$ cat config.mk
export PLATFORM = sky130hd
export DESIGN_NAME = hysteresis_thermostat_setpoint
export DESIGN_NICKNAME = d
export VERILOG_FILES = /design/src/rtl/hts_pkg.sv /design/src/rtl/hysteresis_thermostat_setpoint.sv /design/src/rtl/hts_sample.sv /design/src/rtl/hts_keys.sv
export SDC_FILE = /design/constraint.sdc
export NUM_CORES = 1
export LEC_CHECK = 0
export ABC_CLOCK_PERIOD_IN_PS = 8860
export BUFFER_PORTS_ARGS = -buffer_cell sky130_fd_sc_hd__buf_2
export CAP_MARGIN = 20
export CORE_UTILIZATION = 64
export CTS_CLUSTER_DIAMETER = 100
export DETAILED_ROUTE_END_ITERATION = 10
export HOLD_SLACK_MARGIN = 0.02
export PLACE_DENSITY = 0.83
export SLEW_MARGIN = 30
export SYNTH_ARGS = -nofsm -noshare
export SYNTH_HDL_FRONTEND = slang
export SYNTH_HIERARCHICAL = 1
export SYNTH_SLANG_ARGS = --single-unit
$ cat constraint.sdc
create_clock -name clk_i -period 8.86 [get_ports clk_i]
set_clock_uncertainty 0.2 [all_clocks]
set_input_delay 0.886 -clock clk_i [delete_from_list [all_inputs] [get_ports clk_i]]
set_output_delay 0.886 -clock clk_i [all_outputs]
set_load 0.01 [all_outputs]
$ cat src/rtl/hts_pkg.sv
// Shared types and constants for the hysteresis thermostat setpoint block.
// No dependencies; every other file in rtl/ imports this package.
package hts_pkg;

  // Field widths
  localparam int unsigned AdcW   = 10;
  localparam int unsigned GainW  = 3;
  localparam int unsigned TempW  = 9;
  localparam int unsigned LimW   = 8;

  // Divide by ten as a multiply by ceil(2^19 / 10) and a shift; exact for
  // every product code * gain below 2^16.
  localparam int unsigned RecipShift = 19;
  localparam int unsigned RecipW     = 16;
  localparam logic [RecipW-1:0] Recip10 = 16'd52429;
  // Scaled gain: gain * Recip10, at most 7 * 52429, fits in 19 bits
  localparam int unsigned ScaleW = GainW + RecipW;
  localparam int unsigned ProdW  = AdcW + ScaleW;
  // Quotient bits taken from the product (max 716)
  localparam int unsigned QuotW  = ProdW - RecipShift;

  localparam logic [GainW-1:0] GainReset = 3'd1;
  localparam logic [TempW-1:0] TempMax   = 9'd511;

  localparam logic signed [LimW-1:0] LowerReset = 8'sd20;
  localparam logic signed [LimW-1:0] UpperReset = 8'sd25;
  localparam logic signed [LimW-1:0] LimMax     = 8'sd127;
  localparam logic signed [LimW-1:0] LimMin     = -8'sd128;

  // Item kinds
  localparam logic KindSample = 1'b0;
  localparam logic KindButton = 1'b1;

  typedef enum logic [1:0] {
    MODE_SHOW      = 2'd0,
    MODE_EDIT_LOW  = 2'd1,
    MODE_EDIT_HIGH = 2'd2
  } mode_e;

  // Architectural state; it is also the result shown on the output
  typedef struct packed {
    logic                   motor_on;
    logic [TempW-1:0]       temperature;
    mode_e                  mode;
    logic signed [LimW-1:0] lower;
    logic signed [LimW-1:0] upper;
  } state_t;

  typedef struct packed {
    logic mode_b;
    logic up_b;
    logic down_b;
  } buttons_t;

endpackage

$ cat src/rtl/hysteresis_thermostat_setpoint.sv
// Top level of the hysteresis thermostat with setpoint editor.
// Depends on hts_pkg, hts_sample and hts_keys.
//
// Every input beat (an ADC sample or a button event) yields one output beat
// holding the motor drive, stored temperature, edit mode and both limits as
// they stand after that beat. Throughput is one beat per clock while the
// output is not stalled. A result beat passes the input register, then the
// state and result register, before it is offered. The sample path is one
// 10x19 multiply by the gain pre-scaled with the reciprocal of ten, which
// sets the critical path. The gain register may be written only while no
// beats are in flight; cfg_ready_o is always high. Reset values: gain 1,
// limits 20 and 25, motor off, mode show.
module hysteresis_thermostat_setpoint (
  input  logic        clk_i,
  input  logic        rst_ni,
  // configuration: reference gain
  input  logic        cfg_valid_i,
  output logic        cfg_ready_o,
  input  logic [2:0]  cfg_data_i,
  // input stream
  input  logic        s_axis_tvalid,
  output logic        s_axis_tready,
  input  logic [15:0] s_axis_tdata,  // adc_code[9:0], mode_button[10], up_button[11],
                                     // down_button[12], zero[15:13]
  input  logic        s_axis_tuser,  // kind: 0 sample, 1 button event
  // output stream
  output logic        m_axis_tvalid,
  input  logic        m_axis_tready,
  output logic [31:0] m_axis_tdata   // motor_on[0], temperature[9:1], display_mode[11:10],
                                     // lower_limit[19:12], upper_limit[27:20], zero[31:28]
);
  import hts_pkg::*;

  logic [ScaleW-1:0] gain_scaled_q;
  logic [ScaleW-1:0] gain_scaled_d;

  logic              in_valid_q;
  logic              in_kind_q;
  logic [AdcW-1:0]   in_adc_q;
  buttons_t          in_btn_q;

  logic              out_valid_q;
  state_t            state_q;
  state_t            state_d;

  logic              out_free;
  logic              advance;
  logic              in_take;

  logic [TempW-1:0]       smp_temp;
  logic                   smp_motor;
  mode_e                  key_mode;
  logic signed [LimW-1:0] key_lower;
  logic signed [LimW-1:0] key_upper;

  // handshake: output slot frees when empty or taken this cycle
  assign out_free      = !out_valid_q || m_axis_tready;
  assign advance       = in_valid_q && out_free;
  assign s_axis_tready = !in_valid_q || out_free;
  assign in_take       = s_axis_tvalid && s_axis_tready;
  assign cfg_ready_o   = 1'b1;

  // gain stored pre-multiplied by the reciprocal of ten
  assign gain_scaled_d = ScaleW'(cfg_data_i) * ScaleW'(Recip10);

  always_ff @(posedge clk_i or negedge rst_ni) begin
    if (!rst_ni) begin
      gain_scaled_q <= ScaleW'(GainReset) * ScaleW'(Recip10);
    end else if (cfg_valid_i) begin
      gain_scaled_q <= gain_scaled_d;
    end
  end

  // input register
  always_ff @(posedge clk_i or negedge rst_ni) begin
    if (!rst_ni) begin
      in_valid_q <= 1'b0;
    end else if (in_take) begin
      in_valid_q <= 1'b1;
    end else if (advance) begin
      in_valid_q <= 1'b0;
    end
  end

  always_ff @(posedge clk_i) begin
    if (in_take) begin
      in_kind_q       <= s_axis_tuser;
      in_adc_q        <= s_axis_tdata[AdcW-1:0];
      in_btn_q.mode_b <= s_axis_tdata[10];
      in_btn_q.up_b   <= s_axis_tdata[11];
      in_btn_q.down_b <= s_axis_tdata[12];
    end
  end

  hts_sample u_sample (
    .adc_code_i    (in_adc_q),
    .gain_scaled_i (gain_scaled_q),
    .state_i       (state_q),
    .temperature_o (smp_temp),
    .motor_on_o    (smp_motor)
  );

  hts_keys u_keys (
    .buttons_i (in_btn_q),
    .state_i   (state_q),
    .mode_o    (key_mode),
    .lower_o   (key_lower),
    .upper_o   (key_upper)
  );

  // next state from whichever path the beat selects
  always_comb begin
    state_d = state_q;
    if (in_kind_q == KindSample) begin
      state_d.temperature = smp_temp;
      state_d.motor_on    = smp_motor;
    end else begin
      state_d.mode  = key_mode;
      state_d.lower = key_lower;
      state_d.upper = key_upper;
    end
  end

  // state doubles as the result register: it only changes when a beat
  // moves into the free output slot
  always_ff @(posedge clk_i or negedge rst_ni) begin
    if (!rst_ni) begin
      state_q.motor_on    <= 1'b0;
      state_q.temperature <= '0;
      state_q.mode        <= MODE_SHOW;
      state_q.lower       <= LowerReset;
      state_q.upper       <= UpperReset;
      out_valid_q         <= 1'b0;
    end else if (out_free) begin
      out_valid_q <= in_valid_q;
      if (advance) begin
        state_q <= state_d;
      end
    end
  end

  assign m_axis_tvalid = out_valid_q;
  assign m_axis_tdata  = {4'b0000, state_q.upper, state_q.lower, state_q.mode,
                          state_q.temperature, state_q.motor_on};

endmodule

$ cat src/rtl/hts_sample.sv
// Sample path: ADC code to temperature (scaled-reciprocal divide by ten),
// saturation and hysteresis motor switching. Depends on hts_pkg.
module hts_sample (
  input  logic [hts_pkg::AdcW-1:0]   adc_code_i,
  input  logic [hts_pkg::ScaleW-1:0] gain_scaled_i,
  input  hts_pkg::state_t            state_i,
  output logic [hts_pkg::TempW-1:0]  temperature_o,
  output logic                       motor_on_o
);
  import hts_pkg::*;

  logic [ProdW-1:0]       prod;
  logic [QuotW-1:0]       quot;
  logic [TempW-1:0]       temp;
  logic signed [TempW:0]  temp_s;
  logic signed [TempW:0]  lower_s;
  logic signed [TempW:0]  upper_s;

  // code * gain / 10 in a single multiply
  assign prod = ProdW'(adc_code_i) * ProdW'(gain_scaled_i);
  assign quot = prod[ProdW-1:RecipShift];

  // saturate at the 9-bit range
  assign temp = (quot > QuotW'(TempMax)) ? TempMax : quot[TempW-1:0];

  // signed compare against the limits
  assign temp_s  = signed'({1'b0, temp});
  assign lower_s = {{(TempW+1-LimW){state_i.lower[LimW-1]}}, state_i.lower};
  assign upper_s = {{(TempW+1-LimW){state_i.upper[LimW-1]}}, state_i.upper};

  // off wins when both thresholds are met
  always_comb begin
    motor_on_o = state_i.motor_on;
    if (temp_s >= upper_s) begin
      motor_on_o = 1'b1;
    end
    if (temp_s <= lower_s) begin
      motor_on_o = 1'b0;
    end
  end

  assign temperature_o = temp;

endmodule

$ cat src/rtl/hts_keys.sv
// Button path: edit-mode stepping and saturating limit adjustment.
// Depends on hts_pkg.
module hts_keys (
  input  hts_pkg::buttons_t              buttons_i,
  input  hts_pkg::state_t                state_i,
  output hts_pkg::mode_e                 mode_o,
  output logic signed [hts_pkg::LimW-1:0] lower_o,
  output logic signed [hts_pkg::LimW-1:0] upper_o
);
  import hts_pkg::*;

  mode_e                  mode_n;
  logic signed [LimW-1:0] lo_up;
  logic signed [LimW-1:0] hi_up;
  logic signed [LimW-1:0] lo_dn;
  logic signed [LimW-1:0] hi_dn;

  // mode button cycles show -> edit low -> edit high -> show
  always_comb begin
    mode_n = state_i.mode;
    if (buttons_i.mode_b) begin
      case (state_i.mode)
        MODE_SHOW:     mode_n = MODE_EDIT_LOW;
        MODE_EDIT_LOW: mode_n = MODE_EDIT_HIGH;
        default:       mode_n = MODE_SHOW;
      endcase
    end
  end

  // up first; raising the lower limit drags the upper one along
  always_comb begin
    lo_up = state_i.lower;
    hi_up = state_i.upper;
    if (buttons_i.up_b) begin
      case (mode_n)
        MODE_EDIT_LOW: begin
          if (state_i.lower != LimMax) begin
            lo_up = state_i.lower + 8'sd1;
          end
          if (lo_up > hi_up) begin
            hi_up = lo_up;
          end
        end
        MODE_EDIT_HIGH: begin
          if (state_i.upper != LimMax) begin
            hi_up = state_i.upper + 8'sd1;
          end
        end
        default: ;
      endcase
    end
  end

  // then down; the upper limit never goes below the lower one
  always_comb begin
    lo_dn = lo_up;
    hi_dn = hi_up;
    if (buttons_i.down_b) begin
      case (mode_n)
        MODE_EDIT_LOW: begin
          if (lo_up != LimMin) begin
            lo_dn = lo_up - 8'sd1;
          end
        end
        MODE_EDIT_HIGH: begin
          if (hi_up > lo_up) begin
            hi_dn = hi_up - 8'sd1;
          end
        end
        default: ;
      endcase
    end
  end

  assign mode_o  = mode_n;
  assign lower_o = lo_dn;
  assign upper_o = hi_dn;

endmodule

[Word-level counts from Yosys, hierarchy flattened]
Cells that the tools add are included.
Word-level totals
  flip-flop bits (word level): 63
  bits in latches: 0
  RAM bits: 0
  memory bits (read-only): 0
  bits of input ports: 25
  output and inout bits: 35
  word-level logic and storage cells: 65
  memories kept: 0
Operators by class
  $add $sub $neg: 4
  $mul: 2
  divide/modulo/power cells: 0
  order comparisons: 5
  equality and inequality tests: 6
  shift operators: 0
  mux-type cells: 22
  bitwise gates (word level): 1
  reductions and logical operators: 12
Operator list (number)
  two-way mux 8 bit: 14
  multiplier 10 x 19 -> 29 bit: 1
  != test 8 bit, second input constant: 3
  multiplier 3 x 16 -> 19 bit, second input constant: 1
  adder 8 x 2 -> 8 bit, second input constant: 2
  greater-than comparator 8 bit: 2
  one-hot mux 8 bit (2 select lines): 1
  subtractor 8 x 2 -> 8 bit, second input constant: 2
  >= comparator 10 x 8 -> 1 bit: 1
  greater-than comparator 10 x 9 -> 1 bit, second input constant: 1
  <= comparator 10 x 8 -> 1 bit: 1
  two-way mux 9 bit: 1
  AND reduction 3 bit: 2
  equality test 2 x 1 -> 1 bit, second input constant: 2
  two-way mux 1 bit: 4
  one-hot mux 2 bit (2 select lines): 1
  AND reduction 4 bit: 1
  nonzero test 2 bit: 2
  equality test 2 bit, second input constant: 1
  logical AND 1 bit: 2
  logical NOT 1 bit: 2
  logical NOT 2 bit: 1
  logical OR 1 bit: 2
  two-way mux 2 bit: 1
  inverter 1 bit: 1

[Logic depth before layout (Yosys ltp)]
Gate-level depths: netlist of the first run.
  depth in word-level cells: 14
  mapped depth: 30
  gate-level depth less buffers: 28

[Cells and area by module]
Netlist of the first run, hierarchy kept.
By module, submodules not included
  hts_sample: times used 1, cells an instance 745, area each 6282.3 um^2, seq. area each 0.0 um^2
  hysteresis_thermostat_setpoint: times used 1, cells an instance 160, area each 2373.5 um^2, seq. area each 1508.9 um^2
  hts_keys: times used 1, cells an instance 223, area each 1609.0 um^2, seq. area each 0.0 um^2

[Worst setup path after synthesis of the first run]
Ideal clock, no wire load.
  path type: register -> register
  start: reg in_adc_q[3]
  end: reg state_q, in the netlist m_axis_tdata[0]
  library setup time: 0.125 ns
  arrival: 6.736 ns
  required time: 8.535 ns
  setup slack: 1.799 ns
  stages on the path, launching flop included: 29
  path buffers: 2
  clock period less this slack: 7.061 ns
  cell sequence: edfxtp_1 clkbuf_1 buf_1 nand2_1 fa_1 inv_1 fa_1 fa_1 fa_1 inv_1 fa_1 inv_1 ha_1 a211o_1 a211o_1 a211oi_2 o31ai_2 o31a_4 xnor2_1 nor2_1 ha_1 nand2b_1 a21o_1 a21o_1 a211oi_1 o211ai_1 nand4_1 nand3b_1 mux2_2
On the way
  elaborated cells on any way between the ends: 8
  classes of those cells: mul: 1; order compare: 3; mux: 2; reduce/logical: 2
RTL lines
  from (decl): line hysteresis_thermostat_setpoint.sv:39  | logic [AdcW-1:0] in_adc_q;
  from (signal assigned): line hysteresis_thermostat_setpoint.sv:88  | in_adc_q <= s_axis_tdata[AdcW-1:0];
  multiplier 10 x 19 -> 29 bit *: line hts_sample.sv:20  | assign prod = ProdW'(adc_code_i) * ProdW'(gain_scaled_i);
  greater-than comparator 10 x 9 -> 1 bit: line hts_sample.sv:24  | assign temp = (quot > QuotW'(TempMax)) ? TempMax : quot[TempW-1:0];
  two-way mux 9 bit *: line hts_sample.sv:24
  <= comparator 10 x 8 -> 1 bit *: line hts_sample.sv:37  | if (temp_s <= lower_s) begin
  two-way mux 1 bit *: line hts_sample.sv:37
  net smp_motor: line hysteresis_thermostat_setpoint.sv:51  | logic smp_motor;
  to (signal assigned): line hysteresis_thermostat_setpoint.sv:137  | state_q <= state_d;
  to (decl): line hysteresis_thermostat_setpoint.sv:43  | state_t state_q;
The timed path passes the listed nets; every way through them passes the cells marked *.
A chain may end at the register's enable or synchronous reset.

[Worst setup path in the final report of the first run]
  start: reg gain_scaled_q[15]
  end: reg state_q, in the netlist m_axis_tdata[0]
On the way
  elaborated cells on any way between the ends: 8
  classes of those cells: mul: 1; order compare: 3; mux: 2; reduce/logical: 2
RTL lines
  from (decl): line hysteresis_thermostat_setpoint.sv:34  | logic [ScaleW-1:0] gain_scaled_q;
  from (signal assigned): line hysteresis_thermostat_setpoint.sv:68  | gain_scaled_q <= ScaleW'(GainReset) * ScaleW'(Recip10);
  from (signal assigned): line hysteresis_thermostat_setpoint.sv:70  | gain_scaled_q <= gain_scaled_d;
  multiplier 10 x 19 -> 29 bit *: line hts_sample.sv:20
  greater-than comparator 10 x 9 -> 1 bit: line hts_sample.sv:24
  two-way mux 9 bit *: line hts_sample.sv:24
  net smp_temp[1]: line hysteresis_thermostat_setpoint.sv:50  | logic [TempW-1:0] smp_temp;
  <= comparator 10 x 8 -> 1 bit *: line hts_sample.sv:37
  two-way mux 1 bit *: line hts_sample.sv:37
  net smp_motor: line hysteresis_thermostat_setpoint.sv:51
Marks and branches as above.

==> impl_metrics.tcl, run 1 <==
set metrics [dict create \
    status "complete, no violations" \
    reg2reg_from "gain_scaled_q[15]$_DFFE_PN1P_" \
    htree_levels 3 \
    critical_path_depth 26 \
    crit_family "adder cells" \
    worstSetupEndpoint "m_axis_tdata[0]$_DFFE_PN0P_" \
    synth-simple-area-share_pct 18.9 \
    ys_types 78 \
    place_congestion 0.935 \
    synth_xor_xnor_area_share_pct 2.90 \
    n_antenna_cell 0 \
    root_buffer "clkbuf_16" \
    ios 60 \
    worst_path_most_repeated_cell "fa_1" \
    grt.busiest_layer "met2" \
    die_y_microns 129 \
    ys.flop_type "dfrtp_1" \
    vias 7937 \
    synth.top_cells.by_count "inv_1, nand2_1, fa_1, ha_1, and2_1" \
    cts.sinks 57 \
    yosys_register_bits 57 \
    synth_top_family_by_area "adder cells" \
    start_util_pct 66.5 \
    nets 1411 \
    grt_pass1_vias 8290 \
    synth_area_leaders "fa_1, ha_1, dfrtp_1" \
    cpMaxStageDelayCell "dfstp_2" \
    criticalPathCategory "flip-flop to flip-flop" \
    grt_overflow 0 \
    synth-compound-area-share_pct 9.84 \
    async_flop_share_pct 75.4 \
    post-cts-setup-buffers 0 \
    grt_max_degree 44 \
    ys_warn_count 6 \
    grt_setup_unrepaired "no" \
    regToRegEndpoint "m_axis_tdata[0]$_DFFE_PN0P_" \
    hpwl_microns 17500 \
    clkSlewWorstSetupHoldPaths_ns 0.05 \
    tns_ns 0 \
    grt_use_met2_pct 51.7 \
    arrival_ns 7.82 \
    drt-pass1-iter-count 5 \
    synth_top_area_share_pct 26.1 \
    cp_max_fo 41 \
    hp-class "flip-flop to flip-flop" \
    grt_pass1_wl_microns 39100 \
    synthCells 1128 \
    grt_util_met1_pct 39.3 \
    cts_tree "built" \
    drt-total-wl_microns 22800 \
    crit_start "gain_scaled_q[15]$_DFFE_PN1P_" \
    drv_slew 0 \
    critical_path_required_ns 8.87 \
    core_sq_um 15400 \
    yosysSeqAreaShare_pct 14.7 \
    yosys.cell_count.top_type "inv_1" \
    relSlewSlack_pct 39.1 \
    final_area_sq_um 10800 \
    ctsHoldBuffers 0 \
    syn_avg_cell_area_sq_um 9.10 \
    hold_violations 0 \
    dieArea_sq_um 16500 \
    start_kind "flip-flop" \
    place.port_buffers 51 \
    slowest_delay_ns 1.04 \
    cts-resized-gates 0 \
    drv_cap 0 \
    syn_to_final_growth_pct 5.55 \
    drive_gt1_share_pct 11.7 \
    setup_viol 0 \
    track_usage_pct 29.9 \
    clock_latency_ns 0.33 \
    vias_per_cell 5.84 \
    antenna_left 0 \
    wl_per_cell_microns 16.7 \
    drt-initial-drc-count 468 \
    synth.area.mux_share_pct 5.44 \
    finalCriticalPeriod_ns 7.81 \
    clk_path_buf_depth 2 \
    post_dp_cell_area_sq_um 10500 \
    endpoint_kind "flip-flop" \
    die_w_microns 129 \
    rrSetupSlack_ns 1.05 \
    rows 45 \
    drc 0 \
    r2r_cells 26 \
    synth-edff-count 14 \
    numCtsBuffers 9 \
    max_freq_mhz 128 \
    synth_top_area_cell "fa_1" \
    finalCritPeriodShare_pct 88.1 \
    synthAdderAreaFrac_pct 39.3 \
    syn_area_sq_um 10300 \
    grt_util_met3_pct 4.03 \
    tightest_slew_ns 0.914 \
    path_buf_inv 3 \
    antenna_found_initial 0 \
]
==> sequential cells by signal, summed over array words and instances (netlist names) <==
signal         cells
in_kind_q          1
m_axis_tdata      28
gain_scaled_q     13
in_adc_q          10
in_valid_q         1
m_axis_tvalid      1
in_btn_q           3
==> cell usage in the layout, fill, tap and decap left out, drive strengths merged, types with 17 or more instances in the layout <==
cell,instances
a21oi,42
and2,100
buf,51
dfrtp,33
fa,134
ha,108
inv,172
mux2,40
nand2,141
nand2b,17
nand3,18
nor2,42
o21ai,28
==> metal layers <==
layer  routed length, microns  up-vias
li1                         -     3687
met1                     9950     3967
met2                    11200      252
met3                     1110       31
met4                      476        0
met5                        0        -
==> how the worst min path moves through the flow <==
| stage | start | end | slack [ns] | depth (start not counted) |
|---|---|---|---|---|
| 2_1_floorplan | gain_scaled_q[17]$_DFFE_PN0P_ | gain_scaled_q[17]$_DFFE_PN0P_ | 0.25 | 2 |
| 3_3_place_gp | m_axis_tdata[6]$_DFFE_PN0P_ | m_axis_tdata[6]$_DFFE_PN0P_ | 0.29 | 1 |
| 3_5_place_dp | m_axis_tdata[6]$_DFFE_PN0P_ | m_axis_tdata[6]$_DFFE_PN0P_ | 0.29 | 1 |
| 4_1_cts | m_axis_tdata[5]$_DFFE_PN0P_ | m_axis_tdata[5]$_DFFE_PN0P_ | 0.32 | 1 |
| 5_1_grt | m_axis_tdata[6]$_DFFE_PN0P_ | m_axis_tdata[6]$_DFFE_PN0P_ | 0.33 | 1 |
| 6_report | m_axis_tdata[3]$_DFFE_PN0P_ | m_axis_tdata[3]$_DFFE_PN0P_ | 0.31 | 1 |
==> per-stage QoR <==
step | hold WS [ns] | instances | utilization, % | worst slack (ns)
final | 0.313 | 1360 | 70.2 | 1.05
after global routing | 0.328 | 1360 | 70.2 | 0.632
after CTS | 0.319 | 1360 | 70.2 | 1.08
after detailed placement | 0.291 | 1344 | 68.3 | 1.12
after global placement | 0.287 | 1344 | 68.3 | 1.15
after floorplan | 0.254 | 1131 | - | 1.80
==> cell type report <==
class / instances / area (sq um)
clock buffers: 11 / 243
clock inverters: 5 / 55.1
fillers: 1222 / 4590
inverters: 172 / 646
multi-input cells: 853 / 7860
flip-flops and latches: 57 / 1510
well taps: 211 / 264
repair buffers: 51 / 258
==> logic make-up (layout without fill, tap and decap cells) <==
kind of cell | count (synthesis) | after routing
simple gates | 378 | 378
fa+ha+maj | 242 | 242
buf+inv | 221 | 239
compound gates | 147 | 147
flops | 57 | 57
mux | 50 | 50
xor+xnor | 31 | 31
other cells | 2 | 5
Power of run 1 is left out: the tool's default activity adds up to more than one toggle a clock period on the data nets, which glitch-free logic cannot reach.
==> run 2, diff against run 1 <==
Settings changed: RECOVER_POWER set to 50.
==> impl_metrics.tcl, run 2 (synthesis gave the netlist of run 1 again) <==
set metrics [dict create \
    clk_path_buf_depth 2 \
    tightest_slew_ns 2.31 \
    crit_family "adder cells" \
    slowest_delay_ns 1.04 \
    ios 60 \
    cpMaxStageDelayCell "dfstp_2" \
    seq_area_sq_um 1510 \
    cts.sinks 57 \
    drt-pass1-iter-count 6 \
    final_cell_mix "inv_1, nand2_1, fa_1, ha_1, and2_1" \
    cp_max_fo 41 \
    path_buf_inv 3 \
    finalCritPeriodShare_pct 88.0 \
    place_congestion 0.935 \
    grt_setup_unrepaired "no" \
    failed_checks "max-capacitance violations, max-slew violations" \
    layout_commonest_cell "inv_1" \
    place.port_buffers 51 \
    relSlewSlack_pct -53.9 \
    htree_levels 3 \
    die_y_microns 129 \
    clkSlewWorstSetupHoldPaths_ns 0.05 \
    clock_latency_ns 0.33 \
    start_kind "flip-flop" \
    fillers 1234 \
    drv_slew 44 \
    grt_overflow 0 \
    track_usage_pct 29.9 \
    rows 45 \
    tns_ns 0 \
    utilization_pct 70.1 \
    largest_reg_flops 28 \
    root_buffer "clkbuf_16" \
    critical_path_required_ns 8.87 \
    drv_cap 1 \
    drc 0 \
    grt_pass1_vias 8290 \
    wl_per_cell_microns 16.7 \
    die_w_microns 129 \
    drt-initial-drc-count 479 \
    core_sq_um 15400 \
    hold_violations 0 \
    hp-class "flip-flop to flip-flop" \
    drive_gt1_share_pct 10.6 \
    endpoint_kind "flip-flop" \
    antenna_left 0 \
    vias 7939 \
    n_antenna_cell 0 \
    post_dp_cell_area_sq_um 10500 \
    syn_to_final_growth_pct 5.36 \
    dp_cells 1344 \
    ctsHoldBuffers 0 \
    nets 1411 \
    antenna_found_initial 0 \
    hpwl_microns 17500 \
    post-cts-setup-buffers 0 \
    fin_cells 1360 \
    dieArea_sq_um 16500 \
    cts_tree "built" \
    max_freq_mhz 128 \
    vias_per_cell 5.84 \
    grt_max_degree 44 \
    drt-total-wl_microns 22700 \
    criticalPathCategory "flip-flop to flip-flop" \
    worst_path_most_repeated_cell "fa_1" \
    status "finished, violations left" \
    multi_input_area_sq_um 7860 \
    start_util_pct 66.5 \
    cts-resized-gates 0 \
    setup_viol 0 \
    arrival_ns 7.81 \
    final_area_sq_um 10800 \
    numCtsBuffers 9 \
    finalCriticalPeriod_ns 7.80 \
    grt_pass1_wl_microns 39100 \
]
-- run 2: cell count changes in the layout (fill, tap and decap cells not counted) --
| cell | delta |
|---|---|
| clkbuf_1 | +13 |
| buf_2 | -12 |
| buf_4 | -1 |
-- run 2: metal layers --
metal  global-route usage [%]  vias to the layer above  part of all wire, %
met1                     39.3                     3981                   44
met2                     51.7                      241                   49
li1                         -                     3686                    -
met4                     8.65                        0                  2.1
met3                     4.03                       31                  4.8
met5                        0                        -                    0
-- run 2: path summary, 6_finish.rpt --
path                                          startpoint                       endpoint  slack (ns)  cells past startpoint
max in group asynchronous                         rst_ni  gain_scaled_q[13]$_DFFE_PN0P_        6.09                      1
min in group asynchronous                         rst_ni   m_axis_tdata[26]$_DFFE_PN0P_        1.05                      1
max reg2reg                gain_scaled_q[15]$_DFFE_PN1P_    m_axis_tdata[0]$_DFFE_PN0P_        1.06                     26
min                          m_axis_tdata[3]$_DFFE_PN0P_    m_axis_tdata[3]$_DFFE_PN0P_        0.32                      1
max                        gain_scaled_q[15]$_DFFE_PN1P_    m_axis_tdata[0]$_DFFE_PN0P_        1.06                     26
min reg2reg                  m_axis_tdata[3]$_DFFE_PN0P_    m_axis_tdata[3]$_DFFE_PN0P_        0.32                      1
-- run 2: final cells by class --
cell class	instances	share of cell area, %
well taps	211	2.44
flip-flops and latches	57	14.0
multi-input cells	853	72.7
inverters	172	5.97
repair buffers	51	2.21
clock inverters	5	0.509
clock buffers	11	2.24
-- run 2: metrics by stage --
step | setup slack, ns | hold slack (ns)
global route | 0.632 | 0.330
CTS | 1.08 | 0.319
floorplan | 1.80 | 0.254
detailed placement | 1.12 | 0.291
global placement | 1.15 | 0.287
finish | 1.06 | 0.319
Power of run 2 is left out for the same reason.
==> run 3, diff against run 2 <==
Settings changed: ABC_CLOCK_PERIOD_IN_PS 8860 to 7110, CORE_UTILIZATION 64 to 58, PLACE_DENSITY 0.83 to 0.79.
Clock period 8.86 ns to 7.11 ns, I/O delays scaled along.
==> impl_metrics.tcl, run 3 (synthesis gave the netlist of run 1 again) <==
set metrics [dict create \
    status "finished, violations left" \
    failed_checks "max-capacitance violations, max-slew violations" \
    n_antenna_cell 0 \
    nets 1503 \
    reg2reg_from "gain_scaled_q[15]$_DFFE_PN1P_" \
    cpMaxStageDelayCell "dfstp_4" \
    drive_gt1_share_pct 21.1 \
    grt_overflow 0 \
    finalCriticalPeriod_ns 7.07 \
    grt_max_degree 44 \
    final_cell_mix "inv_1, nand2_1, fa_1, and2_1, ha_1" \
    criticalPathCategory "flip-flop to flip-flop" \
    cts_tree "built" \
    ios 60 \
    crit_start "gain_scaled_q[15]$_DFFE_PN1P_" \
    root_buffer "clkbuf_16" \
    clk_path_buf_depth 2 \
    vias 8453 \
    die_y_microns 135 \
    clock_latency_ns 0.33 \
    hp-class "flip-flop to flip-flop" \
    finalCritPeriodShare_pct 99.4 \
    tns_ns 0 \
    critical_path_required_ns 7.13 \
    antenna_left 0 \
    antenna_found_initial 0 \
    dieArea_sq_um 18200 \
    worstHoldStart "m_axis_tdata[3]$_DFFE_PN0P_" \
    drc 0 \
    drv_cap 1 \
    tightest_slew_ns 2.51 \
    drt-initial-drc-count 567 \
    clkSlewWorstSetupHoldPaths_ns 0.05 \
    fillers 1285 \
    grt_pass1_wl_microns 42400 \
    setup_viol 0 \
    fin_cells 1466 \
    relSlewSlack_pct -67.3 \
    start_util_pct 59.3 \
    start_kind "flip-flop" \
    core_sq_um 17300 \
    worst_path_most_repeated_cell "fa_1" \
    drv_slew 44 \
    rows 48 \
    largest_reg_flops 28 \
    syn_to_final_growth_pct 16.2 \
    endpoint_kind "flip-flop" \
    dp_cells 1427 \
    track_usage_pct 29.6 \
    drt-total-wl_microns 25300 \
    crit_family "adder cells" \
    hpwl_microns 19100 \
    grt_pass1_vias 8907 \
    cp_max_fo 8 \
    htree_levels 3 \
    path_buf_inv 4 \
    vias_per_cell 5.77 \
    place_congestion 0.910 \
    hold_violations 0 \
    slowest_delay_ns 0.73 \
    numCtsBuffers 9 \
    cts.sinks 57 \
    place.port_buffers 51 \
    max_freq_mhz 141 \
    arrival_ns 7.08 \
    layout_commonest_cell "inv_1" \
    grt_setup_unrepaired "yes" \
    wl_per_cell_microns 17.3 \
    die_w_microns 135 \
    drt-pass1-iter-count 8 \
]
run 3: final timing paths:
kind | endpoint | slack [ns] | cells after the start
setup / recovery | m_axis_tdata[0]$_DFFE_PN0P_ | 0.04 | 26
hold / removal | m_axis_tdata[3]$_DFFE_PN0P_ | 0.30 | 1
setup reg to reg | m_axis_tdata[0]$_DFFE_PN0P_ | 0.04 | 26
hold reg to reg | m_axis_tdata[3]$_DFFE_PN0P_ | 0.30 | 1
max in group asynchronous | gain_scaled_q[13]$_DFFE_PN0P_ | 4.14 | 1
min in group asynchronous | m_axis_tdata[21]$_DFFE_PN0P_ | 0.95 | 1
run 3: what timing repair did:
action / in CTS / in global routing
pin swaps: 23 / 40
setup endpoints to repair: 1 / 1
cloned: 1 / 1
buffers inserted: 13 / 8
hold buffers: 0 / 0
resized for setup: 28 / 38
run 3: final cells by class:
cell class,instances,area [sq um],area share [%]
clock buffers,13,260,2.18
well taps,225,282,2.36
multi-input cells,853,8170,68.5
flip-flops and latches,57,1510,12.7
inverters,172,646,5.41
repair buffers,143,1020,8.55
clock inverters,3,38.8,0.325
run 3: through the flow:
stage | util (%) | setup slack, ns | area (sq um) | hold slack (ns)
floorplan | - | 0.0492 | 10300 | 0.215
global placement | 64.2 | -0.0289 | 11100 | 0.286
detailed placement | 64.2 | -0.0928 | 11100 | 0.294
CTS | 67.4 | 0.000835 | 11700 | 0.197
global route | 69.0 | -0.194 | 11900 | 0.338
finish | 69.0 | 0.0414 | 11900 | 0.305
run 3: worst reg2reg max path, cell delays in order, from the launching register on:
cell and delay [ns]:
dfstp_4 0.73, clkbuf_16 0.19, and2_1 0.13, fa_1 0.43, fa_1 0.52, fa_1 0.53, fa_1 0.53, inv_1 0.07
fa_1 0.54, inv_1 0.05, ha_1 0.30, nand4_1 0.13, o21bai_2 0.11, a211oi_4 0.28, o31ai_4 0.13, o31a_4 0.30
buf_4 0.15, xor2_4 0.21, nand2_4 0.11, ha_4 0.22, a21o_1 0.15, a21o_1 0.18, a211oi_2 0.20, o211ai_1 0.12
nand4_1 0.10, nand3b_1 0.08, mux2_2 0.26
run 3: layer usage:
| metal | vias to the layer above | share of wire [%] | GRT usage (%) |
|---|---|---|---|
| met4 | 0 | 2.3 | 8.80 |
| li1 | 3888 | - | - |
| met1 | 4230 | 41 | 37.0 |
| met3 | 57 | 4.8 | 4.32 |
| met5 | - | 0 | 0 |
| met2 | 278 | 51 | 52.7 |
Power of run 3 is left out for the same reason.
